### config.mk
export PLATFORM = sky130hd
export DESIGN_NAME = gpg_div_cell
export DESIGN_NICKNAME = d
export VERILOG_FILES = /design/src/sv/gpg_pkg.sv /design/src/sv/gpg_div_cell.sv
export SDC_FILE = /design/constraint.sdc
export NUM_CORES = 1
export LEC_CHECK = 0
export ABC_AREA = 0
export BUFFER_PORTS_ARGS = -buffer_cell sky130_fd_sc_hd__buf_2
export CAP_MARGIN = 40
export CORE_AREA = 5 5 363 365
export DETAILED_ROUTE_END_ITERATION = 7
export DIE_AREA = 0 0 368 370
export SYNTH_ARGS = -nofsm -noshare
export SYNTH_HDL_FRONTEND = slang
export SYNTH_SLANG_ARGS = --single-unit
### constraint.sdc
create_clock -name clk -period 0.8 [get_ports clk]
set_input_delay 0.2 -clock clk [delete_from_list [all_inputs] [get_ports clk]]
set_output_delay 0.2 -clock clk [all_outputs]
set_load 0.01 [all_outputs]
### src/sv/gpg_pkg.sv
`timescale 1ns / 1ps

package gpg_pkg;

	// fixed point and size limits
	localparam int FRAC_BITS  = 16;
	localparam int MAX_DIM    = 4096;
	localparam int DIM_W      = 13;
	localparam int POS_W      = 12;
	localparam int COORD_W    = 14;
	localparam int SQ_W       = 26;
	localparam int FEED_W     = 32;
	localparam int DIV_STEPS  = 32;
	localparam int SQRT_STEPS = 16;
	localparam int ROOT_W     = 16;
	localparam int SREM_W     = 18;
	localparam int DQ_W       = 26;
	localparam int COEF_W     = 27;
	localparam int PROD_W     = 36;
	localparam int LANES      = 4;
	localparam int LANE_MAIN  = 0;
	localparam int CHANNELS   = 3;

	// diagonal distance clamp: large enough that any color difference saturates
	localparam logic [DQ_W-1:0] DQ_SAT = DQ_W'(1) << 25;

	typedef enum logic [2:0] {
		MODE_HORIZ     = 3'd0,
		MODE_VERT      = 3'd1,
		MODE_RADIAL    = 3'd2,
		MODE_FWD_DIAG  = 3'd3,
		MODE_BACK_DIAG = 3'd4
	} mode_t;

	typedef enum logic [2:0] {
		REG_START  = 3'd0,
		REG_END    = 3'd1,
		REG_MODE   = 3'd2,
		REG_WIDTH  = 3'd3,
		REG_HEIGHT = 3'd4
	} reg_idx_t;

	// live configuration seen by the front and blend stages
	typedef struct packed {
		logic [23:0]       start_colour;
		logic [23:0]       end_colour;
		logic [2:0]        gradient_mode;
		logic [DIM_W-1:0]  wd;
		logic [DIM_W-1:0]  ht;
		logic [SQ_W-1:0]   sq;
	} cfg_t;

	typedef struct packed {
		logic beyond;
		logic above;
		logic ovf;
	} side_t;

	// one restoring divider lane
	typedef struct packed {
		logic [SQ_W-1:0]   rem;
		logic [FEED_W-1:0] feed;
		logic [FEED_W-1:0] quo;
		logic [SQ_W-1:0]   dvs;
	} lane_t;

	typedef struct packed {
		lane_t [LANES-1:0] lane;
		side_t             side;
	} div_t;

	typedef struct packed {
		logic [SREM_W-1:0]         rem;
		logic [ROOT_W-1:0]         root;
		logic [FEED_W-1:0]         feed;
		logic [DQ_W-1:0]           dq;
		logic [CHANNELS-1:0][7:0]  hv;
		side_t                     side;
	} sqr_t;

	// zero acts as one, oversize acts as the maximum
	function automatic logic [DIM_W-1:0] clamp_dim(input logic [DIM_W-1:0] v);
		logic [DIM_W-1:0] r;
		r = v;
		if (v == '0)
			r = DIM_W'(1);
		else if (v > DIM_W'(MAX_DIM))
			r = DIM_W'(MAX_DIM);
		return r;
	endfunction

endpackage

### src/sv/gpg_div_cell.sv
`timescale 1ns / 1ps

module gpg_div_cell (
	input  logic          clk,
	input  logic          arst_n,
	input  logic          en,
	input  logic          vld_i,
	input  gpg_pkg::div_t d_i,
	output logic          vld_o,
	output gpg_pkg::div_t d_o
);
	import gpg_pkg::*;

	div_t nxt;

	// one quotient bit per lane
	always_comb begin
		nxt = d_i;
		for (int k = 0; k < LANES; k++) begin
			logic [SQ_W:0] t;
			logic          ge;
			t  = {d_i.lane[k].rem, d_i.lane[k].feed[FEED_W-1]};
			ge = (t >= {1'b0, d_i.lane[k].dvs});
			nxt.lane[k].rem  = ge ? SQ_W'(t - {1'b0, d_i.lane[k].dvs}) : t[SQ_W-1:0];
			nxt.lane[k].feed = {d_i.lane[k].feed[FEED_W-2:0], 1'b0};
			nxt.lane[k].quo  = {d_i.lane[k].quo[FEED_W-2:0], ge};
		end
	end

	always_ff @(posedge clk or negedge arst_n) begin
		if (!arst_n)
			vld_o <= 1'b0;
		else if (en)
			vld_o <= vld_i;
	end

	always_ff @(posedge clk) begin
		if (en)
			d_o <= nxt;
	end

endmodule

* Word-level counts from Yosys, hierarchy flattened *
Index checks and enable logic that the tools add are counted.

storage, ports and cells
  bits in registers = 464
  bits in latches = 0
  memory bits (writable) = 0
  bits in read-only memories = 0
  output and inout bits = 468
  word-level logic and storage cells = 32
  memories = 0

operators by class
  add/subtract/negate cells = 4
  multiply operators = 0
  div/mod/pow operators = 0
  $lt $le $gt $ge = 4
  eq/ne operators = 0
  shift-type cells = 0
  muxes and demuxes = 4
  bitwise gates (word level) = 0
  reductions and logical operators = 0

operator list
  cell                            count
  >= comparator 27 x 26 -> 1 bit  4
  two-way mux 26 bit              4
  subtractor 26 bit               4

* Longest topological paths before layout *
  depth after elaboration = 2
  gate-level depth with buffers = 14
  mapped depth without buffers = 13

* Least setup slack after synthesis *
Ideal clock, no wire load.

  kind = input -> register
  start point = input port d_i[440] (netlist name)
  end point = register d_o[459] (netlist name) (data pin)
  setup time = 0.260 ns
  data arrival time = 2.583 ns
  path slack = -2.043 ns
  cell stages on the path = 13
  path buffers = 0
  cell sequence = inv_1 ha_1 inv_1 fa_1 a21o_1 a21oi_1 o21ai_0 a31oi_1 o21ai_0 a21o_1 mux2i_1 o311ai_0 mux2_2

RTL lines
  item                  RTL line            text
  start, declared       gpg_div_cell.sv:8   input gpg_pkg::div_t d_i,
  end signal, assigned  gpg_div_cell.sv:39  d_o <= nxt;
  end, declared         gpg_div_cell.sv:10  output gpg_pkg::div_t d_o

==> results.cfg <==
[sta]
fin_crit_ps = 2270
slew_headroom = 0.552
hold_ws_ps = -14.8
fin_crit_sh = 2.83
fin_setup_tns_ps = -451790
clock_skew_ps = 0
setup_ws_ps = -1470
clock.fmax_mhz = 441
hold_viol = 2
rsz0062_at_grt = yes
worst_pin_slew_ps = 663
finalSetupViolations = 759
slew_violations = 0

[yosys]
postSynthCellCount = 1537
synthTopCellsByArea = edfxtp_1 66%, ha_1 6.1%, inv_1 2.4%
syn_area_per_cell_um2 = 13.8
yosysWarnings = 0
async_reset_ff_frac = 0.00216
synth_ff_type = edfxtp_1
synth.distinct_cells = 71
netlist_area_mm2 = 0.0212
synth_top_area_frac = 0.655
synth_seq_cells = 464
ys_seq_area_frac = 0.656
synth_edf_count = 463
yosys.area.top_type = edfxtp_1

[worst_setup_path]
cp-end-kind = flop
crit_type = in2reg
worst_ep_required_time_ps = 1200
start_kind = input port
path_max_fanout = 5
arrival_ps = 2670

[floorplan]
io_pins = 939
fp.dieH_um = 370
rows = 132
start_util = 0.165
die_w_um = 368
design.core.area_mm2 = 0.128
die-area_mm2 = 0.136

[global_routing]
grt_util_all_layers = 0.154
grt_max_degree = 44
grt.overflow.total = 0
grt_antenna_before_repair = 52
grt_pass1_vias = 21400
grt_pass1_wl_um = 153000

[status]
violations = hold timing, setup timing
status = finished, violations left

[route]
vias = 20800
drt_pre_antenna_iters = 7
dr.first_iter.drc_count = 1345
routedWlPerCell_um = 21.8
viasPerCell = 4.05
routed_wl_um = 112000
ant_nets = 0
drc = 0

[power_and_ir_drop]
peakVddDrop_v = 0.00160
p_int_w = 0.0551
cellPowerDensity_mw_per_mm2 = 1880
sequentialPowerShare = 0.397
p_leak_nw = 17.9
p_sw_frac = 0.285
power.total_w = 0.0771
p_switching_w = 0.0219
power_frac_clock = 0.321
p_comb_frac = 0.282

[final_layout]
multi_input_area_mm2 = 0.00832
final_cell_mix = 787 x buf_2, 463 x edfxtp_1, 454 x dlygate4sd3_1
seq_area_mm2 = 0.0139
layout_commonest_cell = buf_2
synthToLayoutAreaGrowth_pct = 93.6
fin_nets = 3984
fillers = 12900
drive_above_1_share = 0.522
fin_cells = 5134

[clock_network]
cts-htree-levels = 2
clock_latency_ps = 620
cts_buffers = 53
cts.sinks = 464
cts_buffer_depth = 3
cts_tree = yes
path_clk_slew_ps = 60
root_buffer = clkbuf_16

[job]
drv_cap = 0

[placed_design]
dp_hpwl_um = 87700
place.gp.congestion = 0.914
io_buffers = 930
placed_cells = 4491
dp_slack_ps = -2290

[min_path]
hp-class = in2reg
[layer usage]
layer,up-vias,share of wire,track usage
met1,10100,0.39,0.184
li1,9510,-,-
met5,-,0.0016,0
met3,165,0.11,0.0657
met2,956,0.46,0.252
met4,30,0.032,0.0460
[cell usage after synthesis, drive strengths merged, types with 5 or more instances]
library cell,instances
nand2b,15
clkbuf,28
mux2i,7
inv,138
o21a,7
o31ai,9
nand2,95
a211oi,14
nand4,16
edfxtp,463
o21ai,98
buf,14
nor2,49
o311ai,5
mux2,52
nor3,20
or3,6
o21bai,23
a21oi,91
and3,12
nor2b,18
nand3,21
ha,104
xnor2,52
nor3b,6
xor2,29
o211ai,9
a31oi,17
a21o,57
nor4,5
[through the flow]
step | util | area (um^2)
finish | 0.320 | 41100
detailed placement | 0.246 | 31600
floorplan | - | 22000
CTS | 0.313 | 40300
global placement | 0.246 | 31600
global route | 0.319 | 41000
[layout make-up]
type	count	area share
clock buffers	64	0.0335
repair buffers	1850	0.347
inverters	138	0.0155
flip-flops and latches	464	0.339
multi-input cells	896	0.203
well taps	1675	0.0510
repair inverters	2	0.00101
clock inverters	31	0.00896
diodes	14	0.000853
[final timing paths]
path	start	to	slack (ps)	depth (start not counted)
worst max-delay path	d_i[237]	d_o[349]$_DFFE_PP_	-1470	15
worst min-delay path	d_i[347]	d_o[348]$_DFFE_PP_	-10	3
worst max register to register	vld_o$_DFFE_PN0P_	vld_o$_DFFE_PN0P_	60	1
worst min register to register	vld_o$_DFFE_PN0P_	vld_o$_DFFE_PN0P_	510	1
max in group asynchronous	arst_n	vld_o$_DFFE_PN0P_	220	3
min in group asynchronous	arst_n	vld_o$_DFFE_PN0P_	470	3
[timing repair]
action,in CTS,in global routing
cloned,10,0
pin swaps,108,63
buffers inserted,79,27
setup endpoints to repair,572,759
hold buffers,446,8
endpoints found under the hold margin,464,12
gates resized for setup,464,136
[worst max-delay path: stages]
cell and delay (ps):
buf_8 100, inv_4 50, ha_4 210, o21ai_4 180, a21oi_4 50, or2_1 240
a221o_1 380, o21ai_2 180, o21ai_2 100, a41oi_4 170, o21a_4 190, buf_12 140
clkinv_16 60, buf_12 130, mux2_4 280
[power groups by stage]
| stage | Clock [W] | Combinational (W) | Sequential [W] |
|---|---|---|---|
| 5_1_grt | 0.0266 | 0.0231 | 0.0308 |
| 3_3_place_gp | 0 | 0.0163 | 0.0309 |
| 4_1_cts | 0.0256 | 0.0208 | 0.0306 |
| 3_5_place_dp | 0 | 0.0163 | 0.0310 |
| 2_1_floorplan | 0 | 0.00592 | 0.0320 |
| 6_report | 0.0247 | 0.0217 | 0.0306 |
[sequential cells by signal, indices dropped and copies added (netlist names)]
name   flops
vld_o      1
d_o      463
[cell families (layout without fill, tap and decap cells)]
group	count (synthesis)	in the layout	share of synthesized area
adder cells (fa/ha/maj)	108	108	0.0651
multiplexers	59	59	0.0341
AO/OA/AOI/OAI	366	366	0.112
XOR/XNOR	81	81	0.0334
buffers and inverters	180	2085	0.0350
flip-flops	464	464	0.656
AND/OR/NAND/NOR	278	278	0.0638
other	1	18	0.000177
Note: power is estimated with default switching activity, not from simulation.
