$ cat src/sv/gpg_pkg.sv
`timescale 1ns / 1ps

package gpg_pkg;

	// fixed point and size limits
	localparam int FRAC_BITS  = 16;
	localparam int MAX_DIM    = 4096;
	localparam int DIM_W      = 13;
	localparam int POS_W      = 12;
	localparam int COORD_W    = 14;
	localparam int SQ_W       = 26;
	localparam int FEED_W     = 32;
	localparam int DIV_STEPS  = 32;
	localparam int SQRT_STEPS = 16;
	localparam int ROOT_W     = 16;
	localparam int SREM_W     = 18;
	localparam int DQ_W       = 26;
	localparam int COEF_W     = 27;
	localparam int PROD_W     = 36;
	localparam int LANES      = 4;
	localparam int LANE_MAIN  = 0;
	localparam int CHANNELS   = 3;

	// diagonal distance clamp: large enough that any color difference saturates
	localparam logic [DQ_W-1:0] DQ_SAT = DQ_W'(1) << 25;

	typedef enum logic [2:0] {
		MODE_HORIZ     = 3'd0,
		MODE_VERT      = 3'd1,
		MODE_RADIAL    = 3'd2,
		MODE_FWD_DIAG  = 3'd3,
		MODE_BACK_DIAG = 3'd4
	} mode_t;

	typedef enum logic [2:0] {
		REG_START  = 3'd0,
		REG_END    = 3'd1,
		REG_MODE   = 3'd2,
		REG_WIDTH  = 3'd3,
		REG_HEIGHT = 3'd4
	} reg_idx_t;

	// live configuration seen by the front and blend stages
	typedef struct packed {
		logic [23:0]       start_colour;
		logic [23:0]       end_colour;
		logic [2:0]        gradient_mode;
		logic [DIM_W-1:0]  wd;
		logic [DIM_W-1:0]  ht;
		logic [SQ_W-1:0]   sq;
	} cfg_t;

	typedef struct packed {
		logic beyond;
		logic above;
		logic ovf;
	} side_t;

	// one restoring divider lane
	typedef struct packed {
		logic [SQ_W-1:0]   rem;
		logic [FEED_W-1:0] feed;
		logic [FEED_W-1:0] quo;
		logic [SQ_W-1:0]   dvs;
	} lane_t;

	typedef struct packed {
		lane_t [LANES-1:0] lane;
		side_t             side;
	} div_t;

	typedef struct packed {
		logic [SREM_W-1:0]         rem;
		logic [ROOT_W-1:0]         root;
		logic [FEED_W-1:0]         feed;
		logic [DQ_W-1:0]           dq;
		logic [CHANNELS-1:0][7:0]  hv;
		side_t                     side;
	} sqr_t;

	// zero acts as one, oversize acts as the maximum
	function automatic logic [DIM_W-1:0] clamp_dim(input logic [DIM_W-1:0] v);
		logic [DIM_W-1:0] r;
		r = v;
		if (v == '0)
			r = DIM_W'(1);
		else if (v > DIM_W'(MAX_DIM))
			r = DIM_W'(MAX_DIM);
		return r;
	endfunction

endpackage

$ cat src/sv/gpg_blend.sv
`timescale 1ns / 1ps

module gpg_blend (
	input  logic                            clk,
	input  logic                            arst_n,
	input  logic                            en,
	input  logic                            vld_i,
	input  gpg_pkg::sqr_t                   d_i,
	input  gpg_pkg::cfg_t                   cfg,
	output logic                            vld_o,
	output logic [gpg_pkg::CHANNELS-1:0][7:0] px_o
);
	import gpg_pkg::*;

	localparam logic signed [COEF_W-1:0] ONE_C  = COEF_W'(1) << FRAC_BITS;
	localparam logic signed [COEF_W-1:0] HALF_C = COEF_W'(1) << (FRAC_BITS - 1);

	logic                       v_b1, v_b2;
	logic signed [COEF_W-1:0]   ce_b1, cs_b1;
	logic [CHANNELS-1:0][7:0]   hv_b1, hv_b2;
	logic                       beyond_b1, beyond_b2;
	logic signed [PROD_W-1:0]   pe_b2 [CHANNELS];
	logic signed [PROD_W-1:0]   ps_b2 [CHANNELS];

	logic signed [COEF_W-1:0]   dqs, rts, ce, cs;
	logic signed [PROD_W:0]     sum [CHANNELS];
	logic [CHANNELS-1:0][7:0]   px;

	// coefficients for end and start color
	assign dqs = $signed({1'b0, d_i.dq});
	assign rts = $signed(COEF_W'(d_i.root));

	always_comb begin
		ce = '0;
		cs = '0;
		if (cfg.gradient_mode == MODE_RADIAL) begin
			ce = rts;
			cs = ONE_C - rts;
		end else if (d_i.side.above) begin
			ce = HALF_C - dqs;
			cs = HALF_C + dqs;
		end else begin
			ce = HALF_C + dqs;
			cs = HALF_C - dqs;
		end
	end

	always_ff @(posedge clk) begin
		if (en) begin
			ce_b1     <= ce;
			cs_b1     <= cs;
			hv_b1     <= d_i.hv;
			beyond_b1 <= d_i.side.beyond;
		end
	end

	// products
	always_ff @(posedge clk) begin
		if (en) begin
			hv_b2     <= hv_b1;
			beyond_b2 <= beyond_b1;
			for (int c = 0; c < CHANNELS; c++) begin
				pe_b2[c] <= ce_b1 * $signed({1'b0, cfg.end_colour[(2-c)*8 +: 8]});
				ps_b2[c] <= cs_b1 * $signed({1'b0, cfg.start_colour[(2-c)*8 +: 8]});
			end
		end
	end

	// sum, saturate, pick by mode
	always_comb begin
		for (int c = 0; c < CHANNELS; c++) begin
			sum[c] = $signed({pe_b2[c][PROD_W-1], pe_b2[c]}) +
				$signed({ps_b2[c][PROD_W-1], ps_b2[c]});
			px[c] = '0;
			unique case (cfg.gradient_mode)
				MODE_HORIZ, MODE_VERT: px[c] = hv_b2[c];
				MODE_RADIAL, MODE_FWD_DIAG, MODE_BACK_DIAG: begin
					if (cfg.gradient_mode == MODE_RADIAL && beyond_b2)
						px[c] = cfg.end_colour[(2-c)*8 +: 8];
					else if (sum[c][PROD_W])
						px[c] = 8'h00;
					else if (|sum[c][PROD_W-1:FRAC_BITS+8])
						px[c] = 8'hFF;
					else
						px[c] = sum[c][FRAC_BITS+7:FRAC_BITS];
				end
				default: px[c] = 8'h00;
			endcase
		end
	end

	always_ff @(posedge clk) begin
		if (en)
			px_o <= px;
	end

	always_ff @(posedge clk or negedge arst_n) begin
		if (!arst_n) begin
			v_b1  <= 1'b0;
			v_b2  <= 1'b0;
			vld_o <= 1'b0;
		end else if (en) begin
			v_b1  <= vld_i;
			v_b2  <= v_b1;
			vld_o <= v_b2;
		end
	end

endmodule

$ cat config.mk
export PLATFORM = sky130hd
export DESIGN_NAME = gpg_blend
export DESIGN_NICKNAME = d
export VERILOG_FILES = /design/src/sv/gpg_pkg.sv /design/src/sv/gpg_blend.sv
export SDC_FILE = /design/constraint.sdc
export NUM_CORES = 2
export LEC_CHECK = 0
export BUFFER_PORTS_ARGS = -buffer_cell sky130_fd_sc_hd__buf_2
export CORE_MARGIN = 2
export CORE_UTILIZATION = 29
export DETAILED_ROUTE_END_ITERATION = 12
export HOLD_SLACK_MARGIN = 0.02
export PLACE_DENSITY_LB_ADDON = 0.1
export SETUP_SLACK_MARGIN = 0.15
export SLEW_MARGIN = 20
export SYNTH_ARGS = -nofsm -noshare
export SYNTH_HDL_FRONTEND = slang
export SYNTH_SLANG_ARGS = --single-unit
$ cat constraint.sdc
create_clock -name clk -period 7.1 [get_ports clk]
set_clock_uncertainty 0.15 [all_clocks]
set_input_delay 0.71 -clock clk [delete_from_list [all_inputs] [get_ports clk]]
set_output_delay 0.71 -clock clk [all_outputs]
set_load 0.005 [all_outputs]
After elaboration in Yosys (flattened, before gate mapping) --
Memory sizes are Yosys's and may differ from the RTL's. Cells that the tools add are included.
Word-level totals: output and inout port bits 25, bits in writable memories 216, memories kept 2, input bits 226, register bits 131, logic and storage cells 60
Memory list:
- pe_b2 | depth 3, width 36, read ports 3, clocked after memory_dff 0, wr ports 3, RTL line gpg_blend.sv:22 | logic signed [PROD_W-1:0] pe_b2 [CHANNELS];
- ps_b2 | depth 3, width 36, read ports 3, clocked after memory_dff 0, wr ports 3, RTL line gpg_blend.sv:23 | logic signed [PROD_W-1:0] ps_b2 [CHANNELS];
Cells by class: $mul 6, multiplexer cells 18, reduce and logical (&&, ||, !) cells 7, eq/ne operators 4, add/sub/neg operators 6
Operators by type and width (number):
- multiplier 27 x 9 -> 36 bit | 6
- adder 36 x 36 -> 37 bit | 3
- two-way mux 27 bit | 3
- two-way mux 8 bit | 9
- one-hot mux 8 bit (2 select lines) | 3
- OR reduction 12 bit | 3
- adder 16 x 26 -> 27 bit, first input constant | 1
- subtractor 16 x 26 -> 27 bit, first input constant | 1
- subtractor 17 x 16 -> 18 bit, first input constant | 1
- two-way mux 16 bit | 1
- equality test 3 x 2 -> 1 bit, second input constant | 2
- equality test 3 x 1 -> 1 bit, second input constant | 1
- equality test 3 bit, second input constant | 1
- zero test 3 bit | 1
- OR reduction 3 bit | 1
- two-way mux 1 bit | 2
- OR reduction 2 bit | 1
- logical AND 1 bit | 1

Logic depth before layout (Yosys ltp) --
An unclocked memory read counts as a cell.
depth after elaboration 7, mapped depth 23, depth with buffers taken out 21

Worst setup path after synthesis --
OpenSTA, ideal clock, no wires.
kind input to register, from in cfg[71] (netlist bit), to mem pe_b2[0][34] (data pin), stages on the path 21, path buffers 2, setup time 261 ps, data required time 6689 ps, arrival time 6145 ps, setup slack 544 ps, cell sequence clkbuf_1 buf_1 nand2_1 fa_1 inv_1 fa_1 fa_1 inv_1 fa_1 inv_1 ha_1 a211o_1 o211ai_1 or4b_1 nand3b_1 a21oi_1 a311oi_1 nor2_1 a211oi_1 a21oi_1 a311o_1
RTL lines:
- start, declared | RTL line gpg_blend.sv:9 | input gpg_pkg::cfg_t cfg,
- end, declared | RTL line gpg_blend.sv:22

==> key figures <==
Clock network
  • CTS Sinks: 346
  • Reg clk slew, reported paths: 60 ps
  • CTS buffer count: 49
  • CTS tree: done
  • Root buffer cell: clkbuf_16
  • Clock Latency Late Sink: 680 ps
  • Max clock buf depth: 3
  • # resized after CTS: 0
  • H-tree depth: 2

Layout
  • Post-layout utilization of the core: 0.324
  • Final Non-Filler Cells: 9,760
  • Layout cells sized above 1: 0.0664
  • Final Cell Area: 0.0684 sq mm
  • Area added between synthesis and finish: 11.3%
  • Nets: 8,625

Pwr
  • Peak supply drop: 0.000252 V
  • Leakage: 0.0338 uW
  • PD cells: 539 mW/mm^2

Setup path
  • CP max stage delay: 730 ps
  • Critical-path cell list: buf_12 > nand2_1 > fa_1 > inv_1 > fa_1 > fa_1 > inv_1 > fa_1 > inv_1 > ha_1 > or2_1 > or3_1 > o221a_1 > o31ai_1 > buf_4 > a2111oi_0 > o311ai_1 > a21boi_1 > or3b_1 > a31oi_1 > o21bai_1 > xnor2_1
  • Cell mode on critical path: fa_1
  • Worst path bufs/invs: 5
  • CP max stage cell: edfxtp_1
  • Crit-path max FO: 16
  • Critical path data required time: 7370 ps
  • WS Path Type: flip-flop to flip-flop
  • Top Family by Delay on Critical Path: adder cells
  • Crit end category: flip-flop
  • Startpoint types: flip-flop
  • Crit path DAT: 6750 ps

Yosys
  • Adder-cell share of the synthesized area: 0.438
  • Mux contribution to synthesized area: 0.00269
  • Synthesized Nets: 8,489
  • Synth area leader: fa_1
  • Synth Register Bits: 346
  • Async set or reset register ratio after synthesis: 0.00867
  • Simple-gate share of the synthesized area: 0.158
  • Most numerous cell in the Yosys netlist: inv_1
  • Number of flops mapped to enable cells by yosys: 343
  • Post-synth top cells: inv_1 (1,450), fa_1 (1,008), nand2_1 (833)
  • Main synth FF type: edfxtp_1
  • Synth Area in XOR/XNOR: 0.0413
  • Main combinational cell family by area after synthesis: adder cells
  • Synthesized area: 0.0615 sq mm
  • Cells after Synth: 6,713
  • Netlist cell types: 86
  • Complex-gate fraction of the synthesized area: 0.0855
  • Syn Area/Cell: 9.16 sq um
  • Dominant cells by area after synthesis: fa_1 (33%), edfxtp_1 (17%), ha_1 (11%), inv_1 (8.9%), and2_1 (6.4%)
  • Yosys warns: 0
  • Sequential share of the synthesized area: 0.169
  • Synth top area share: 0.328

Timing
  • Period Utilization, post-route: 0.913
  • Final setup viols: 0
  • Worst slew pin tran: 1270 ps
  • Relative slew margins: 0.144
  • Final-report hold violation count: 0
  • Setup TNS: 0 ps
  • Max Fclk: 154 MHz
  • Setup slack after layout: 619 ps
  • RSZ-0062 raised after global routing: false
  • Slew Limit Fails: 0
  • Tmin final: 6480 ps

Floorplanning
  • Core Footprint: 0.211 sq mm
  • I/O pin cnt: 251
  • Starting Density: 0.291
  • Die width: 464 microns
  • DIE AREA: 0.216 sq mm
  • Die height: 464 microns
  • Cell Rows: 169

Place
  • DP Area: 0.0664 sq mm
  • Hpwl dp: 151 mm
  • PortBufs: 147
  • Pre-CTS setup slack: 318 ps
  • Routability congestion estimate: 0.856
  • Placed cells: 9,592

Global route
  • GRT overflow: 0
  • First-pass GRT wire length: 288 mm
  • Total GRT Usage: 0.174
  • Antenna violations before repair: 21
  • Vias in the first global route: 48,100
  • Largest net degree at the start of global routing: 136

Routing
  • Initial DRC Count: 1,540
  • Final WL: 185 mm
  • Vias per cell: 4.55
  • First-pass DRT Iterations: 5
  • Via count of the routed design: 44,400
  • Post-DRT Antenna Nets: 0
  • DRC viols: 0
  • Routed WL per cell: 19.0 microns

Run status
  • Status: finished clean

Run
  • Max cap viols: 0

Min path
  • Worst Hold Class: input port to flip-flop
[state kept, by name (all words and copies together) (netlist names)]
name	count
ps_b2	108
hv_b1	24
px_o	24
v_b1	1
beyond_b2	1
hv_b2	24
beyond_b1	1
vld_o	1
ce_b1	27
v_b2	1
cs_b1	26
pe_b2	108
[stage by stage]
step	total power (uW)	hold WS (ps)
floorplan	26000	250
global placement	35000	255
detailed placement	34900	257
CTS	37900	24.2
global route	41400	56.3
finish	36900	84.7
[where the power goes]
group	total [uW]	internal [uW]	switching [uW]
Combinational	29400	12100	17300
Sequential	4900	4380	519
Clock	2580	1490	1090
[logic make-up (layout without fill, tap and decap cells)]
logic type,Yosys count,after routing
compound gates,819,819
xor+xnor,290,290
fa+ha+maj,1550,1550
buf+inv,1728,1901
flops,346,346
mux,16,16
other cells,0,53
simple gates,1964,1964
[routing by layer]
layer  up-vias  track usage  share of wire
li1      21200            -              -
met5         -            0              0
met4         0       0.0655          0.042
met2       498        0.317           0.51
met3       179       0.0136          0.023
met1     22500        0.213           0.42
[timing repair]
action,CTS,global route
endpoints found under the hold margin,26,0
buffers inserted,0,3
hold buffers,24,0
setup endpoints to repair,0,1
[cell usage in the layout (no fill, tap or decap), drive strengths merged, types with 32 or more instances in the layout]
| master | netlist | routed |
|---|---|---|
| a211oi | 38 | 38 |
| nor3 | 42 | 42 |
| edfxtp | 343 | 343 |
| clkbuf | 264 | 50 |
| xor2 | 105 | 105 |
| a21oi | 256 | 256 |
| buf | 12 | 337 |
| nor2 | 193 | 193 |
| xnor2 | 185 | 185 |
| o21ai | 154 | 154 |
| and2 | 626 | 626 |
| a21o | 124 | 124 |
| nand3 | 61 | 61 |
| nand4 | 32 | 32 |
| inv | 1451 | 1455 |
| ha | 542 | 542 |
| nand2b | 36 | 36 |
| fa | 1008 | 1008 |
| diode | 0 | 53 |
| nand2 | 833 | 833 |
| o21a | 45 | 45 |
[cell type report]
type,instances,area [sq um]
sequential,346,10400
antenna,53,133
tap,2821,3530
clock buffer,50,1230
fill,22400,143000
inverter,1452,5450
clock inverter,38,417
multi-input combinational,4639,44600
timing repair buffer,361,2650
[final timing paths]
| kind | startpoint | end | slack, ps | depth (start not counted) |
|---|---|---|---|---|
| worst max-delay path | ce_b1[4] | pe_b2[0][107] | 620 | 22 |
| worst min-delay path | d_i[4] | hv_b1[1] | 80 | 1 |
| worst max register to register | ce_b1[4] | pe_b2[0][107] | 620 | 22 |
| worst min register to register | hv_b1[12] | hv_b2[12] | 240 | 0 |
| max in group asynchronous | arst_n | vld_o | 6490 | 2 |
| min in group asynchronous | arst_n | v_b1 | 190 | 2 |
Power figures use the tool's default switching activity.
