[config.mk]
export PLATFORM = sky130hd
export DESIGN_NAME = gpg_front
export DESIGN_NICKNAME = d
export VERILOG_FILES = /design/src/sv/gpg_pkg.sv /design/src/sv/gpg_front.sv
export SDC_FILE = /design/constraint.sdc
export NUM_CORES = 2
export LEC_CHECK = 0
export BUFFER_PORTS_ARGS = -buffer_cell sky130_fd_sc_hd__buf_2
export CAP_MARGIN = 20
export CORE_ASPECT_RATIO = 1.75
export CORE_MARGIN = 4
export CORE_UTILIZATION = 50
export DETAILED_ROUTE_END_ITERATION = 10
export MAX_ROUTING_LAYER = met4
export PLACE_DENSITY_LB_ADDON = 0.25
export SYNTH_ARGS = -nofsm -noshare
export SYNTH_HDL_FRONTEND = slang
export SYNTH_SLANG_ARGS = --single-unit
[constraint.sdc]
create_clock -name clk -period 6.3 [get_ports clk]
set_clock_uncertainty 0.1 [all_clocks]
set_input_delay 0.63 -clock clk [delete_from_list [all_inputs] [get_ports clk]]
set_output_delay 0.63 -clock clk [all_outputs]
set_load 0.03 [all_outputs]
[src/sv/gpg_pkg.sv]
`timescale 1ns / 1ps

package gpg_pkg;

	// fixed point and size limits
	localparam int FRAC_BITS  = 16;
	localparam int MAX_DIM    = 4096;
	localparam int DIM_W      = 13;
	localparam int POS_W      = 12;
	localparam int COORD_W    = 14;
	localparam int SQ_W       = 26;
	localparam int FEED_W     = 32;
	localparam int DIV_STEPS  = 32;
	localparam int SQRT_STEPS = 16;
	localparam int ROOT_W     = 16;
	localparam int SREM_W     = 18;
	localparam int DQ_W       = 26;
	localparam int COEF_W     = 27;
	localparam int PROD_W     = 36;
	localparam int LANES      = 4;
	localparam int LANE_MAIN  = 0;
	localparam int CHANNELS   = 3;

	// diagonal distance clamp: large enough that any color difference saturates
	localparam logic [DQ_W-1:0] DQ_SAT = DQ_W'(1) << 25;

	typedef enum logic [2:0] {
		MODE_HORIZ     = 3'd0,
		MODE_VERT      = 3'd1,
		MODE_RADIAL    = 3'd2,
		MODE_FWD_DIAG  = 3'd3,
		MODE_BACK_DIAG = 3'd4
	} mode_t;

	typedef enum logic [2:0] {
		REG_START  = 3'd0,
		REG_END    = 3'd1,
		REG_MODE   = 3'd2,
		REG_WIDTH  = 3'd3,
		REG_HEIGHT = 3'd4
	} reg_idx_t;

	// live configuration seen by the front and blend stages
	typedef struct packed {
		logic [23:0]       start_colour;
		logic [23:0]       end_colour;
		logic [2:0]        gradient_mode;
		logic [DIM_W-1:0]  wd;
		logic [DIM_W-1:0]  ht;
		logic [SQ_W-1:0]   sq;
	} cfg_t;

	typedef struct packed {
		logic beyond;
		logic above;
		logic ovf;
	} side_t;

	// one restoring divider lane
	typedef struct packed {
		logic [SQ_W-1:0]   rem;
		logic [FEED_W-1:0] feed;
		logic [FEED_W-1:0] quo;
		logic [SQ_W-1:0]   dvs;
	} lane_t;

	typedef struct packed {
		lane_t [LANES-1:0] lane;
		side_t             side;
	} div_t;

	typedef struct packed {
		logic [SREM_W-1:0]         rem;
		logic [ROOT_W-1:0]         root;
		logic [FEED_W-1:0]         feed;
		logic [DQ_W-1:0]           dq;
		logic [CHANNELS-1:0][7:0]  hv;
		side_t                     side;
	} sqr_t;

	// zero acts as one, oversize acts as the maximum
	function automatic logic [DIM_W-1:0] clamp_dim(input logic [DIM_W-1:0] v);
		logic [DIM_W-1:0] r;
		r = v;
		if (v == '0)
			r = DIM_W'(1);
		else if (v > DIM_W'(MAX_DIM))
			r = DIM_W'(MAX_DIM);
		return r;
	endfunction

endpackage

[src/sv/gpg_front.sv]
`timescale 1ns / 1ps

module gpg_front (
	input  logic          clk,
	input  logic          arst_n,
	input  logic          en,
	input  logic          in_vld,
	input  logic [23:0]   in_data,
	input  gpg_pkg::cfg_t cfg,
	output logic          vld_o,
	output gpg_pkg::div_t d_o
);
	import gpg_pkg::*;

	logic [POS_W-1:0] row, col;
	logic             vert;
	logic             v_s1, v_s2, v_s3;

	logic signed [COORD_W-1:0] x_s1, y_s1;
	logic [POS_W-1:0]          p_s1;

	logic signed [27:0] xx_full, yy_full, yw_full, xh_full;
	logic [24:0]        xx_s2, yy_s2;
	logic signed [27:0] yw_s2, xh_s2;
	logic signed [21:0] pd_s2 [CHANNELS];
	logic [20:0]        sb_s2 [CHANNELS];

	logic [27:0]        r4_s3;
	logic signed [27:0] a_s3;
	logic signed [22:0] num_s3 [CHANNELS];

	logic [26:0]       mag;
	logic              beyond, ovf;
	logic [DIM_W-1:0]  size;
	div_t              nxt;

	assign row  = in_data[POS_W-1:0];
	assign col  = in_data[2*POS_W-1:POS_W];
	assign vert = (cfg.gradient_mode == MODE_VERT);
	assign size = vert ? cfg.ht : cfg.wd;

	// stage 1: centered coordinates
	always_ff @(posedge clk) begin
		if (en) begin
			x_s1 <= $signed({2'b00, col}) - $signed({2'b00, cfg.wd[DIM_W-1:1]});
			y_s1 <= $signed({2'b00, row}) - $signed({2'b00, cfg.ht[DIM_W-1:1]});
			p_s1 <= vert ? row : col;
		end
	end

	// stage 2: products
	assign xx_full = x_s1 * x_s1;
	assign yy_full = y_s1 * y_s1;
	assign yw_full = y_s1 * $signed({1'b0, cfg.wd});
	assign xh_full = x_s1 * $signed({1'b0, cfg.ht});

	always_ff @(posedge clk) begin
		if (en) begin
			xx_s2 <= xx_full[24:0];
			yy_s2 <= yy_full[24:0];
			yw_s2 <= yw_full;
			xh_s2 <= xh_full;
			for (int c = 0; c < CHANNELS; c++) begin
				pd_s2[c] <= $signed({1'b0, p_s1}) *
					($signed({1'b0, cfg.end_colour[(2-c)*8 +: 8]}) -
					 $signed({1'b0, cfg.start_colour[(2-c)*8 +: 8]}));
				sb_s2[c] <= cfg.start_colour[(2-c)*8 +: 8] * size;
			end
		end
	end

	// stage 3: sums
	always_ff @(posedge clk) begin
		if (en) begin
			r4_s3 <= {({1'b0, xx_s2} + {1'b0, yy_s2}), 2'b00};
			a_s3  <= (cfg.gradient_mode == MODE_FWD_DIAG) ? (yw_s2 - xh_s2) : (yw_s2 + xh_s2);
			for (int c = 0; c < CHANNELS; c++)
				num_s3[c] <= $signed({2'b00, sb_s2[c]}) + $signed({pd_s2[c][21], pd_s2[c]});
		end
	end

	// stage 4: divider lane setup
	assign mag    = a_s3[27] ? 27'(-a_s3) : a_s3[26:0];
	assign beyond = (r4_s3 > {2'b00, cfg.sq});
	assign ovf    = ({8'b0, mag} >= {cfg.sq, 9'b0});

	always_comb begin
		nxt = '0;
		nxt.side.beyond = beyond;
		nxt.side.above  = !a_s3[27] && (a_s3 != '0);
		nxt.side.ovf    = ovf;
		nxt.lane[LANE_MAIN].dvs = cfg.sq;
		if (cfg.gradient_mode == MODE_RADIAL) begin
			nxt.lane[LANE_MAIN].rem = beyond ? '0 : r4_s3[SQ_W-1:0];
		end else if (!ovf) begin
			nxt.lane[LANE_MAIN].rem  = SQ_W'(mag[26:FRAC_BITS]);
			nxt.lane[LANE_MAIN].feed = {mag[FRAC_BITS-1:0], {(FEED_W-FRAC_BITS){1'b0}}};
		end
		for (int c = 0; c < CHANNELS; c++) begin
			nxt.lane[c+1].dvs = SQ_W'(size);
			if (!num_s3[c][22] && (num_s3[c] != '0))
				nxt.lane[c+1].feed = FEED_W'(num_s3[c][21:0]);
		end
	end

	always_ff @(posedge clk) begin
		if (en)
			d_o <= nxt;
	end

	// valid bits
	always_ff @(posedge clk or negedge arst_n) begin
		if (!arst_n) begin
			v_s1  <= 1'b0;
			v_s2  <= 1'b0;
			v_s3  <= 1'b0;
			vld_o <= 1'b0;
		end else if (en) begin
			v_s1  <= in_vld;
			v_s2  <= v_s1;
			v_s3  <= v_s2;
			vld_o <= v_s3;
		end
	end

endmodule

Word level (Yosys, flattened, before mapping)
Memories as Yosys holds them, arrays and structs flattened.
Cells that the tools add are included.
{"block": "totals", "regBits": 398, "mem_bits_rw": 198, "inputBits": 131, "out_inout_bits": 468, "word_cells": 79, "mem_count": 3}
{"block": "op_classes", "add_sub_neg": 12, "multipliers": 10, "order_cmp": 2, "n_eq_ne": 3, "n_mux": 9, "n_reduce_logical": 13}
{"name": "num_s3", "depth": 3, "word_bits": 23, "rd": 3, "rd_ports_with_merged_regs": 0, "write_ports": 3, "line": "gpg_front.sv:30", "text": "logic signed [22:0] num_s3 [CHANNELS];"}
{"name": "pd_s2", "depth": 3, "word_bits": 22, "rd": 3, "rd_ports_with_merged_regs": 0, "write_ports": 3, "line": "gpg_front.sv:25", "text": "logic signed [21:0] pd_s2 [CHANNELS];"}
{"name": "sb_s2", "depth": 3, "word_bits": 21, "rd": 3, "rd_ports_with_merged_regs": 0, "write_ports": 3, "line": "gpg_front.sv:26", "text": "logic [20:0] sb_s2 [CHANNELS];"}
{"op": "22-bit by 22-bit adder with 23-bit output", "count": 3}
{"op": "23-bit nonzero test", "count": 3}
{"op": "13-bit by 9-bit multiplier with 22-bit output", "count": 3}
{"op": "8-bit by 13-bit multiplier with 21-bit output", "count": 3}
{"op": "13-bit by 14-bit multiplier with 27-bit output", "count": 2}
{"op": "26-bit 2-to-1 mux", "count": 2}
{"op": "13-bit by 13-bit multiplier with 25-bit output", "count": 2}
{"op": "43-bit 2-to-1 mux", "count": 1}
{"op": "27-bit by 35-bit >= comparator with 1-bit output", "count": 1}
{"op": "28-bit adder", "count": 1}
{"op": "28-bit by 26-bit > comparator with 1-bit output", "count": 1}
{"op": "28-bit 2-to-1 mux", "count": 1}
{"op": "28-bit nonzero test", "count": 1}
{"op": "28-bit subtractor", "count": 1}
{"op": "27-bit 2-to-1 mux", "count": 1}
{"op": "27-bit negation", "count": 1}
{"op": "8-bit by 8-bit subtractor with 9-bit output", "count": 3}
{"op": "25-bit by 25-bit adder with 26-bit output", "count": 1}
{"op": "12-bit by 12-bit subtractor with 13-bit output", "count": 2}
{"op": "13-bit 2-to-1 mux", "count": 1}
{"op": "12-bit 2-to-1 mux", "count": 1}
{"op": "3-bit by 2-bit equality test with 1-bit output, second input constant", "count": 2}
{"op": "1-bit logical AND", "count": 4}
{"op": "1-bit logical NOT", "count": 4}
{"op": "3 further kinds", "count": 4}

Logic depth before layout (Yosys ltp)
{"block": "depth", "ltp_word": 5, "ltp_mapped": 31, "ltp_nobuf": 30}

Worst setup path before layout
No wires, ideal clock.
{"block": "synth_timing", "kind": "input to register", "start": "in cfg[80] in the netlist's numbering", "end": "mem pd_s2[2][21] (netlist: pd_s2[0][65]), data pin", "setup_time_ns": 0.260, "arrival_ns": 7.000, "required_time_ns": 5.940, "path_slack_ns": -1.059, "stages": 30, "path_buffers": 2, "cell_sequence": "clkbuf_1 inv_1 ha_1 nor2b_1 o21ai_0 a21boi_0 o21a_1 nor2_1 o21ai_0 a21oi_1 xnor2_1 clkbuf_1 nand2_1 fa_1 fa_1 inv_1 fa_1 fa_1 inv_1 fa_1 inv_1 ha_1 o21ai_0 a21boi_0 nor4_1 o31ai_1 o41ai_1 o2111ai_1 a21oi_1 xnor2_1"}
{"item": "start: declaration", "line": "gpg_front.sv:9", "text": "input gpg_pkg::cfg_t cfg,"}
{"item": "end: declaration", "line": "gpg_front.sv:25"}

==> impl_results.md <==
- Synthesis Warnings: 0
- Total Wirelength: 202.8 mm
- DR vias: 52390
- Final setup viols: 0
- Critical path's top delay family: adder cells
- Ys async rst share: 0.7326%
- Fin crit share: 99.99%
- Post-synth top area cell: fa_1
- Outcome: completed
- Layout cell share with drive strength beyond 1: 16.90%
- Vias in the first global route: 56030
- Crit-path max cell delay: 0.54 ns
- Setup Crit Path Kind: input pin to register
- Die Y: 508.0 um
- CTS sink cnt: 546
- P&R area growth vs syn: 15.06%
- Buf+Inv Stages, Crit Path: 6
- Top cell type's share of synthesized area: 26.37%
- Input/output buffers: 307
- FF-to-FF setup slack: 0.01 ns
- CP dominant cell by count: fa_1
- Max Slew Vio Count: 0
- Mapped Cells: 7186
- Critical Path AT: 6.60 ns
- Worst skew pair latency: 0.66 ns
- Antenna violations before repair: 30
- Detailed router's first-iteration violation count: 2440
- # DRC: 0
- Worst Path Required: 6.60 ns
- Post-synthesis sequential area ratio: 22.93%
- Core region area: 0.1420 mm^2
- CP Launch Type: input pin
- Number of synthesized flops with an enable pin: 542
- Post-DRT Antenna Nets: 0
- IO Count: 599
- Crit-path max FO: 3
- TritonCTS clock tree: built
- FF+latch count, synth: 546
- GRT Util Overall: 28.08%
- CTS Buffer Depth: 3
- Most common cell after layout, fill and taps aside: inv_1
- Most frequent cells in the layout: inv_1, fa_1, ha_1
- Clock period minus worst slack: 6.299 ns
- Main synth FF type: edfxtp_1
- GPL Wtd Cong: 0.9615
- Relative slew slack: 28.84%
- Final #Nets: 9919
- DIE AREA: 0.1492 mm^2
- TritonCTS buffer count: 55
- Worst Tran Pin Value: 1.065 ns
- Avg Inst Size Synth: 9.940 um^2
- Initial DRT Pass Iterations: 6
- Largest net degree at the start of global routing: 149
- FP Rows: 183
- Max-Cap Viols: 0
- Post-DR vias/cell: 5.279
- H-Tree Depth: 2
- HP Class: input pin to register
- RSZ-0062 raised after global routing: yes
- First-pass GRT wire length: 311.5 mm
- Synth unique cells: 84
- Setup WS post-layout: 0.0006350 ns
- Mapped Area: 0.07143 mm^2
- Max Freq: 158.7 MHz
- Fin util: 57.89%
- DPL Wire Length: 171.9 mm
- Clk pin slew, worst setup/hold paths: 0.06 ns
- Area contributors post-synth: fa_1, edfxtp_1, ha_1
- Initial Util: 50.31%
- Global route overflow: 0
- Final hold vios: 0
- Clock root buffer: clkbuf_16
- Wire length per cell: 20.44 um
- Die Wd: 293.7 um
- Worst slack, placed: -0.9494 ns
- Kind of end point of the critical path: register
- CP max-delay cell: fa_1
- Fill cells: 12210
flip-flops by register name, summed over array words and instances, names as in the netlist:
signal	cells
yy_s2	24
r4_s3	26
y_s1	13
v_s1	1
v_s3	1
vld_o	1
sb_s2	63
yw_s2	27
v_s2	1
num_s3	69
p_s1	12
x_s1	13
pd_s2	66
a_s3	28
d_o	150
xx_s2	24
xh_s2	27
synthesized netlist by cell type, types with 20 or more instances:
cell type / n
a21o_1: 100
a21oi_1: 205
and2_1: 455
and3_1: 28
buf_4: 319
clkbuf_1: 194
edfxtp_1: 542
fa_1: 941
ha_1: 842
inv_1: 1252
nand2_1: 638
nand2b_1: 102
nand3_1: 55
nand4_1: 22
nor2_1: 421
nor2b_1: 91
nor3_1: 78
nor4_1: 21
o21a_1: 54
o21ai_0: 132
o21bai_1: 27
or2_2: 20
or3_1: 22
xnor2_1: 277
xor2_1: 76
metal layers:
| layer | global-route usage [%] | up-vias | share of wire, % |
|---|---|---|---|
| met5 | - | - | 0 |
| met4 | 18.93 | 0 | 8.7 |
| met3 | 3.424 | 577 | 4.5 |
| met2 | 51.42 | 1581 | 53 |
| met1 | 27.69 | 26190 | 34 |
| li1 | - | 24040 | - |
cells by family after synthesis:
logic type | share of synthesized area [%]
and+or+nand+nor | 13.76
muxes | 0.3223
AOI/OAI and AO/OA | 6.520
adders and majority gates | 41.12
other | 0.005250
xor gates and xnor gates | 4.329
buffers and inverters | 11.01
DFF | 22.93
repair_timing:
item	4_1_cts	5_1_grt
resized for setup	63	224
hold endpoints to repair	4	0
pin swaps	34	126
setup buffers	20	49
setup endpoints to repair	25	39
hold buffers	1	0
final timing paths:
path,startpoint,end,cells after the start
setup / recovery,cfg[71],pd_s2[0][21],31
hold / removal,cfg[13],d_o[16],1
setup reg to reg,x_s1[7],xx_s2[21],22
hold reg to reg,v_s1,v_s2,1
max in group asynchronous,arst_n,v_s1,2
min in group asynchronous,arst_n,v_s3,2
metrics by stage:
stage	cell area (um^2)	TNS [ns]	std cells	hold slack, ns
floorplan	72820	-3.371	7476	0.2344
global placement	78460	-21.11	9728	0.3425
detailed placement	78460	-22.09	9729	0.3463
global route	82180	-1.969	9923	0.03895
CTS	80740	-0.01898	9850	0.01893
finish	82180	0	9924	0.06332
area by class of cell:
cell class	count	area (um^2)	share of cell area, %
antenna	25	62.56	0.07612
sequential	546	16380	19.93
timing repair buffer	989	7222	8.788
multi-input combinational	5159	49580	60.33
inverter	1254	4748	5.778
clock buffer	66	1439	1.751
clock inverter	35	439.2	0.5344
tap	1850	2315	2.817
Power is left out: the tool's default activity adds up to more than one toggle a clock period on the data nets, which glitch-free logic cannot reach.
