<file path="config.mk">
export PLATFORM = sky130hd
export DESIGN_NAME = gpg_sqrt_cell
export DESIGN_NICKNAME = d
export VERILOG_FILES = /design/src/sv/gpg_pkg.sv /design/src/sv/gpg_sqrt_cell.sv
export SDC_FILE = /design/constraint.sdc
export NUM_CORES = 1
export LEC_CHECK = 0
export ABC_AREA = 0
export BUFFER_PORTS_ARGS = -buffer_cell sky130_fd_sc_hd__buf_2
export CORE_MARGIN = 1
export CORE_UTILIZATION = 29
export CTS_CLUSTER_DIAMETER = 100
export DETAILED_ROUTE_END_ITERATION = 8
export PLACE_DENSITY = 0.63
export RECOVER_POWER = 25
export SYNTH_ARGS = -nofsm -noshare
export SYNTH_HDL_FRONTEND = slang
export SYNTH_SLANG_ARGS = --single-unit
</file>
<file path="constraint.sdc">
create_clock -name clk -period 1.34 [get_ports clk]
set_input_delay 0.067 -clock clk [delete_from_list [all_inputs] [get_ports clk]]
set_output_delay 0.067 -clock clk [all_outputs]
set_load 0.05 [all_outputs]
</file>
<file path="src/sv/gpg_pkg.sv">
`timescale 1ns / 1ps

package gpg_pkg;

	// fixed point and size limits
	localparam int FRAC_BITS  = 16;
	localparam int MAX_DIM    = 4096;
	localparam int DIM_W      = 13;
	localparam int POS_W      = 12;
	localparam int COORD_W    = 14;
	localparam int SQ_W       = 26;
	localparam int FEED_W     = 32;
	localparam int DIV_STEPS  = 32;
	localparam int SQRT_STEPS = 16;
	localparam int ROOT_W     = 16;
	localparam int SREM_W     = 18;
	localparam int DQ_W       = 26;
	localparam int COEF_W     = 27;
	localparam int PROD_W     = 36;
	localparam int LANES      = 4;
	localparam int LANE_MAIN  = 0;
	localparam int CHANNELS   = 3;

	// diagonal distance clamp: large enough that any color difference saturates
	localparam logic [DQ_W-1:0] DQ_SAT = DQ_W'(1) << 25;

	typedef enum logic [2:0] {
		MODE_HORIZ     = 3'd0,
		MODE_VERT      = 3'd1,
		MODE_RADIAL    = 3'd2,
		MODE_FWD_DIAG  = 3'd3,
		MODE_BACK_DIAG = 3'd4
	} mode_t;

	typedef enum logic [2:0] {
		REG_START  = 3'd0,
		REG_END    = 3'd1,
		REG_MODE   = 3'd2,
		REG_WIDTH  = 3'd3,
		REG_HEIGHT = 3'd4
	} reg_idx_t;

	// live configuration seen by the front and blend stages
	typedef struct packed {
		logic [23:0]       start_colour;
		logic [23:0]       end_colour;
		logic [2:0]        gradient_mode;
		logic [DIM_W-1:0]  wd;
		logic [DIM_W-1:0]  ht;
		logic [SQ_W-1:0]   sq;
	} cfg_t;

	typedef struct packed {
		logic beyond;
		logic above;
		logic ovf;
	} side_t;

	// one restoring divider lane
	typedef struct packed {
		logic [SQ_W-1:0]   rem;
		logic [FEED_W-1:0] feed;
		logic [FEED_W-1:0] quo;
		logic [SQ_W-1:0]   dvs;
	} lane_t;

	typedef struct packed {
		lane_t [LANES-1:0] lane;
		side_t             side;
	} div_t;

	typedef struct packed {
		logic [SREM_W-1:0]         rem;
		logic [ROOT_W-1:0]         root;
		logic [FEED_W-1:0]         feed;
		logic [DQ_W-1:0]           dq;
		logic [CHANNELS-1:0][7:0]  hv;
		side_t                     side;
	} sqr_t;

	// zero acts as one, oversize acts as the maximum
	function automatic logic [DIM_W-1:0] clamp_dim(input logic [DIM_W-1:0] v);
		logic [DIM_W-1:0] r;
		r = v;
		if (v == '0)
			r = DIM_W'(1);
		else if (v > DIM_W'(MAX_DIM))
			r = DIM_W'(MAX_DIM);
		return r;
	endfunction

endpackage

</file>
<file path="src/sv/gpg_sqrt_cell.sv">
`timescale 1ns / 1ps

module gpg_sqrt_cell (
	input  logic          clk,
	input  logic          arst_n,
	input  logic          en,
	input  logic          vld_i,
	input  gpg_pkg::sqr_t d_i,
	output logic          vld_o,
	output gpg_pkg::sqr_t d_o
);
	import gpg_pkg::*;

	sqr_t              nxt;
	logic [SREM_W+1:0] t;
	logic [SREM_W+1:0] trial;
	logic              ge;

	// one root bit from two radicand bits
	always_comb begin
		nxt   = d_i;
		t     = {d_i.rem, d_i.feed[FEED_W-1 -: 2]};
		trial = {2'b00, d_i.root, 2'b01};
		ge    = (t >= trial);
		nxt.rem  = ge ? SREM_W'(t - trial) : t[SREM_W-1:0];
		nxt.root = {d_i.root[ROOT_W-2:0], ge};
		nxt.feed = {d_i.feed[FEED_W-3:0], 2'b00};
	end

	always_ff @(posedge clk or negedge arst_n) begin
		if (!arst_n)
			vld_o <= 1'b0;
		else if (en)
			vld_o <= vld_i;
	end

	always_ff @(posedge clk) begin
		if (en)
			d_o <= nxt;
	end

endmodule

</file>
# == Word-level counts from Yosys, hierarchy flattened ==
# Index checks and enable logic that the tools add are counted.
# W data, S select, Z words.
# totals
reg_bits,118
latchBits,0
ramBits,0
romBits,0
elab_cells,14
n_memories,0
# op_classes
n_addsub,1
mul,0
n_div,0
n_lt_le_gt_ge,1
n_eq_ne,0
shifts,0
muxes,1
bitwise_logic,0
reduce_logical,0
# op_table
op,count
$ge A20 B18 Y1,1
$mux W18,1
$sub A18 B18 Y18,1

# == Longest topological paths before layout ==
# Gate-level depths: netlist of run 1.
# logic_depth
depth_word,2
ltp_mapped,11
ltp_nobuf,9

# == Worst setup path before layout of run 1 ==
# OpenSTA, ideal clock, no wires.
# synth_timing
kind,input -> register
startpoint,in d_i[92] in the netlist's numbering
endpoint,"reg d_o[111] in the netlist's numbering, data pin"
setup_time_ps,260
arrival_ps,1786
t_required_ps,1080
slack_ps,-705
path_stages,11
n_path_buf,2
path_cell_list,inv_1 ha_1 buf_2 nand2_1 nor2_1 nand3_1 nor2_1 o21ai_2 o211ai_4 buf_6 mux2_2
# synth_lines
element,line,text
from (decl),gpg_sqrt_cell.sv:8,"input gpg_pkg::sqr_t d_i,"
to (signal assigned),gpg_sqrt_cell.sv:39,d_o <= nxt;
to (decl),gpg_sqrt_cell.sv:10,output gpg_pkg::sqr_t d_o

==> flow_summary.json, run 1 <==
{
  "outcome": "finished, violations left",
  "failed_checks": "negative setup slack",
  "first_pass_iters": 4,
  "synth_cell_types": 44,
  "synth_top_area_share_pct": 73.7,
  "place.gp.congestion": 0.801,
  "drv_slew": 0,
  "die_width_microns": 130,
  "cp.required_ns": 1.49,
  "die_area_sq_mm": 0.0170,
  "start_kind": "primary input",
  "synthTopCellsByArea": "edfxtp_1 74%, ha_1 4.7%, mux2_2 3.3%",
  "grt_max_degree": 71,
  "port_buffers": 240,
  "crit_path_end_kind": "register",
  "setup.worst_path.class": "primary input to register",
  "fin_worst_skew_ns": 0,
  "die_h_microns": 130,
  "coreArea_sq_mm": 0.0159,
  "fin_worst_hold_slack_ns": 0.0231,
  "nFillCells": 1271,
  "use_met1_pct": 19.0,
  "post_drt_wl_per_cell_microns": 16.9,
  "cts_root_buffer": "clkbuf_16",
  "grt_pass1_wl_microns": 22900,
  "vdd_drop_max_v": 0.000843,
  "drive_gt1_share_pct": 53.9,
  "regArea_sq_mm": 0.00354,
  "grt_usage_pct": 18.6,
  "clock_path_buffers": 2,
  "yosysSeqAreaShare_pct": 74.2,
  "start_util_pct": 29.9,
  "insertion_delay_ns": 0.40,
  "multi_input_area_sq_mm": 0.00144,
  "fmax_mhz": 619,
  "cts.sinks": 118,
  "yosys.area.top_type": "edfxtp_1",
  "fin_setup_tns_ns": -4.42,
  "period_share_pct": 120,
  "cellLeakagePower_nw": 3.89,
  "placed_cell_area_sq_mm": 0.00699,
  "cts.clk_slew.worst_paths_ns": 0.05,
  "detail_route.vias_per_cell": 4.30,
  "fin_ws_ns": -0.274,
  "pin_count": 243,
  "drt_first_iter_violations": 223,
  "htreeDepth": 4,
  "fin_nets": 866,
  "areaGrowthSynthToFinish_pct": 87.4,
  "grt_setup_unrepaired": "yes",
  "drc": 0,
  "synth.avg_cell_area_sq_um": 16.7,
  "overflow": 0,
  "total_power_mw": 12.3,
  "dp_hpwl_microns": 10600,
  "cts_tree": "yes",
  "power_density_mw_per_mm2": 1370,
  "use_met2_pct": 34.6,
  "synth-seq-cells": 118,
  "antenna_found_initial": 2,
  "use_met3_pct": 5.95,
  "drv_cap": 0,
  "grt_pass1_vias": 4327,
  "ant_nets": 0,
  "synth.cell_area_sq_mm": 0.00477,
  "yosysWarnings": 0,
  "arrival_ns": 1.76,
  "setup_viol": 18,
  "design_area_sq_mm": 0.00893,
  "syn_inst": 285,
  "wl_microns": 16100,
  "cts_buffers": 17,
  "row_count": 46,
  "finalHoldViolations": 0,
  "path_max_fanout": 8,
  "vias": 4103,
  "hold_path_class": "primary input to register",
  "post-route-min-period_ns": 1.61,
  "busiest_layer": "met2"
}
==> state kept, by name, summed over array words and instances (netlist names) <==
signal,count
vld_o,1
d_o,117
==> routing by layer <==
metal | routed length (microns) | share of wire (%)
met5 | 13 | 0.081
met2 | 8510 | 53
met4 | 391 | 2.4
met3 | 1270 | 7.9
met1 | 5930 | 37
==> placed cells by master, fill, tap and decap left out, types with 5 or more instances in the layout <==
master         synthesis  layout
clkbuf_1               1       8
clkbuf_16              0      17
xnor2_1               10      10
ha_1                  18       6
buf_2                  2     220
buf_12                 0       5
nor3_1                 6       6
ha_4                   0      11
buf_6                  1      10
buf_4                  2      71
nor2_1                11       8
a21oi_1               15      11
dlygate4sd3_1          0     111
edfxtp_1             117     117
inv_1                 20      13
mux2_4                 0      12
o21a_1                 6       6
nand2_1               12       9
==> synth_stat cells <==
cell       instances
mux2_1             2
ha_1              18
nand3b_1           1
conb_1             1
a211oi_1           3
nor3_1             6
or4_1              1
and3_1             1
a221oi_1           1
a211o_1            1
nand4_1            2
inv_1             20
nor2_1            11
a21oi_1           15
edfxtp_1         117
nor4_1             1
o21ai_2            2
nand3_1            5
a2111oi_1          1
nand2b_1           3
o211ai_1           1
o21ai_4            1
clkbuf_1           1
o21a_1             6
mux2_2            14
nor4b_1            1
o31a_1             1
nor2b_1            1
o2111ai_1          1
xnor2_1           10
o21ai_0            2
buf_4              2
a41oi_4            1
o211ai_4           1
buf_6              1
buf_2              2
dfrtp_1            1
a31oi_1            3
xor2_1             4
mux2i_1            3
o21ai_1            1
nor2b_2            1
a21o_1             2
nand2_1           12
==> per-stage QoR <==
step / setup slack (ns) / std cells / util [%]
CTS: -0.243 / 952 / 55.8
floorplan: -0.554 / 286 / -
finish: -0.274 / 955 / 56.0
detailed placement: -0.744 / 796 / 43.8
global placement: -0.694 / 796 / 43.8
global route: -0.311 / 954 / 56.0
==> what timing repair did <==
item	CTS	global route
hold buffers	111	0
endpoints found under the setup margin	18	19
cloned	1	0
setup buffers	12	2
hold endpoints to repair	111	0
pin swaps	19	15
resized for setup	31	6
==> critical path, cell delays in order <==
cell	delay, ns
buf_2	0.09
inv_1	0.08
ha_4	0.30
nand2_2	0.09
o21ai_4	0.17
a31oi_4	0.13
o211ai_4	0.35
buf_12	0.19
mux2_4	0.30
==> worst paths after layout <==
kind | from | end | slack, ns | cells after the start
setup / recovery | d_i[94] | d_o[110] | -0.27 | 9
hold / removal | d_i[110] | d_o[112] | 0.02 | 2
setup reg to reg | vld_o | vld_o | 0.59 | 1
hold reg to reg | vld_o | vld_o | 0.52 | 1
max in group asynchronous | arst_n | vld_o | 0.71 | 3
min in group asynchronous | arst_n | vld_o | 0.52 | 3
==> report_power, final <==
part	switching, mW	internal, mW
Combinational	2.01	1.24
Sequential	0.0983	4.46
Clock	1.72	2.74
Total	3.83	8.44
==> cells by family (layout without fill, tap and decap cells) <==
group                      Yosys count  after routing  synth area share (%)
and+or+nand+nor                     46             46                  4.70
AOI/OAI and AO/OA                   43             43                  6.85
DFF                                118            118                  74.2
adders and majority gates           18             18                  4.73
other                                1              3                0.0787
muxes                               19             19                  4.41
buffers and inverters               26            478                  2.42
xor gates and xnor gates            14             14                  2.57
==> area by class of cell <==
cell class / count / area share, %
flip-flops and latches: 118 / 39.6
repair buffers: 426 / 33.8
multi-input cells: 142 / 16.1
clock buffers: 17 / 4.76
well taps: 216 / 3.03
clock inverters: 15 / 1.74
inverters: 20 / 0.981
diodes: 1 / 0.0280
Note: power is estimated with default switching activity, not from simulation.
==> run 2: changes to the inputs <==
--- a/config.mk
+++ b/config.mk
@@ -11,7 +11,7 @@
 export CORE_UTILIZATION = 29
 export CTS_CLUSTER_DIAMETER = 100
 export DETAILED_ROUTE_END_ITERATION = 8
-export PLACE_DENSITY = 0.63
+export PLACE_DENSITY = 0.65
 export RECOVER_POWER = 25
 export SYNTH_ARGS = -nofsm -noshare
 export SYNTH_HDL_FRONTEND = slang
==> constraint.sdc (replaced) <==
create_clock -name clk -period 1.4 [get_ports clk]
set_input_delay 0.07 -clock clk [delete_from_list [all_inputs] [get_ports clk]]
set_output_delay 0.07 -clock clk [all_outputs]
set_load 0.05 [all_outputs]
==> flow_summary.json, run 2 (synthesis results as in run 1) <==
{
  "antenna_found_initial": 1,
  "drv_cap": 0,
  "cts.sinks": 118,
  "port_buffers": 240,
  "top_register": "d_o",
  "period_share_pct": 116,
  "clock_path_buffers": 2,
  "path_max_fanout": 4,
  "p_comb_share_pct": 26.1,
  "cts_root_buffer": "clkbuf_16",
  "grt_pass1_wl_microns": 22800,
  "final_common_cell": "buf_2",
  "p_switching_mw": 3.64,
  "die_h_microns": 130,
  "vias": 4120,
  "coreArea_sq_mm": 0.0159,
  "grt_pass1_vias": 4303,
  "finalHoldViolations": 0,
  "setup_viol": 18,
  "final_cell_mix": "234 x buf_2, 117 x edfxtp_1, 106 x dlygate4sd3_1",
  "cp_slowest_cell": "mux2_4",
  "overflow": 0,
  "drv_slew": 0,
  "drt_first_iter_violations": 145,
  "power_density_mw_per_mm2": 1330,
  "outcome": "finished, violations left",
  "fin_nets": 864,
  "cts_tree": "yes",
  "insertion_delay_ns": 0.40,
  "htreeDepth": 4,
  "cts_buffers": 17,
  "pin_count": 243,
  "grt_usage_pct": 18.4,
  "wl_microns": 16200,
  "internal_power_mw": 8.23,
  "seqPwrFrac_pct": 36.7,
  "arrival_ns": 1.78,
  "cts.clk_slew.worst_paths_ns": 0.06,
  "antenna_cells": 0,
  "place.gp.congestion": 0.807,
  "largest_reg_flops": 117,
  "critical_path.max_stage_delay_ns": 0.29,
  "crit_path_end_kind": "register",
  "tightest_slew_ns": 1.36,
  "drive_gt1_share_pct": 56.2,
  "failed_checks": "negative setup slack",
  "cp.required_ns": 1.55,
  "post_drt_wl_per_cell_microns": 17.0,
  "grt_setup_unrepaired": "yes",
  "first_pass_iters": 6,
  "vdd_drop_max_v": 0.000837,
  "fin_ws_ns": -0.227,
  "hold_path_class": "primary input to register",
  "fin_worst_skew_ns": 0,
  "die_area_sq_mm": 0.0170,
  "post-route-min-period_ns": 1.63,
  "fmax_mhz": 614,
  "grt_max_degree": 38,
  "crit_chain": "buf_6, inv_4, ha_4, o211ai_1, a21oi_2, nor2b_4, o21ai_2, o21ai_2, o211ai_4, buf_12, buf_16, mux2_4",
  "ant_nets": 0,
  "start_kind": "primary input",
  "die_width_microns": 130,
  "detail_route.vias_per_cell": 4.33,
  "start_util_pct": 29.9,
  "power.share.clock_pct": 37.2,
  "top_regs": "d_o x117, vld_o x1",
  "max-slew-margin-rel_pct": 9.21,
  "row_count": 46,
  "sw_frac_of_total_pct": 30.7,
  "drc": 0,
  "cellLeakagePower_nw": 3.89,
  "total_power_mw": 11.9,
  "critPathMostFrequentCell": "o21ai_2",
  "dp_hpwl_microns": 10400,
  "areaGrowthSynthToFinish_pct": 86.8,
  "fin_setup_tns_ns": -3.24,
  "setup.worst_path.class": "primary input to register"
}
run 2: stage by stage:
step	instance area [sq um]	cells	util (%)	hold WS (ns)	worst slack, ns
2_1_floorplan	5060	286	-	-0.226	-0.497
5_1_grt	8900	951	55.8	0.00698	-0.287
4_1_cts	8850	949	55.5	0.00280	-0.196
3_5_place_dp	7030	803	44.1	-0.153	-0.686
3_3_place_gp	7030	803	44.1	-0.153	-0.636
6_report	8900	951	55.8	0.0255	-0.227
run 2: final cells by class:
class | instances | area, sq um
Multi-Input combinational cell | 142 | 1450
Inverter | 20 | 87.6
Timing Repair Buffer | 424 | 2960
Sequential cell | 118 | 3540
Clock buffer | 17 | 425
Fill cell | 1291 | 7040
Tap cell | 216 | 270
Clock inverter | 14 | 178
run 2: path summary, 6_finish.rpt:
| check | from | endpoint | slack [ns] | depth (start not counted) |
|---|---|---|---|---|
| setup / recovery | d_i[86] | d_o[112] | -0.23 | 12 |
| hold / removal | d_i[109] | d_o[111] | 0.03 | 2 |
| setup reg to reg | vld_o | vld_o | 0.65 | 1 |
| hold reg to reg | vld_o | vld_o | 0.52 | 1 |
| max in group asynchronous | arst_n | vld_o | 0.78 | 3 |
| min in group asynchronous | arst_n | vld_o | 0.52 | 3 |
run 2: power by group through the flow:
stage	clock network, mW	registers, mW	logic [mW]
CTS	4.49	4.35	3.05
floorplan	0	5.57	0.654
finish	4.42	4.36	3.09
global placement	0	4.42	2.69
global route	4.66	4.39	3.25
detailed placement	0	4.41	2.72
run 2: timing repair:
item	4_1_cts	5_1_grt
hold endpoints to repair	103	2
gates resized for setup	20	11
buffers inserted	10	0
setup endpoints to repair	16	18
hold buffers	104	2
pin swaps	10	7
cloned	1	0
run 2: critical path, delay by kind of cell:
kind | cells | cell delay (ns)
adders and majority gates | 1 | 0.19
and+or+nand+nor | 1 | 0.12
AOI/OAI and AO/OA | 5 | 0.67
buffers and inverters | 4 | 0.44
muxes | 1 | 0.29
run 2: per-layer routing:
metal | vias up | track usage (%) | share of wire (%)
li1 | 1964 | - | -
met1 | 1955 | 19.0 | 37
met2 | 171 | 34.5 | 53
met3 | 28 | 5.37 | 7.6
met4 | 2 | 8.00 | 2.8
met5 | - | 0 | 0.093
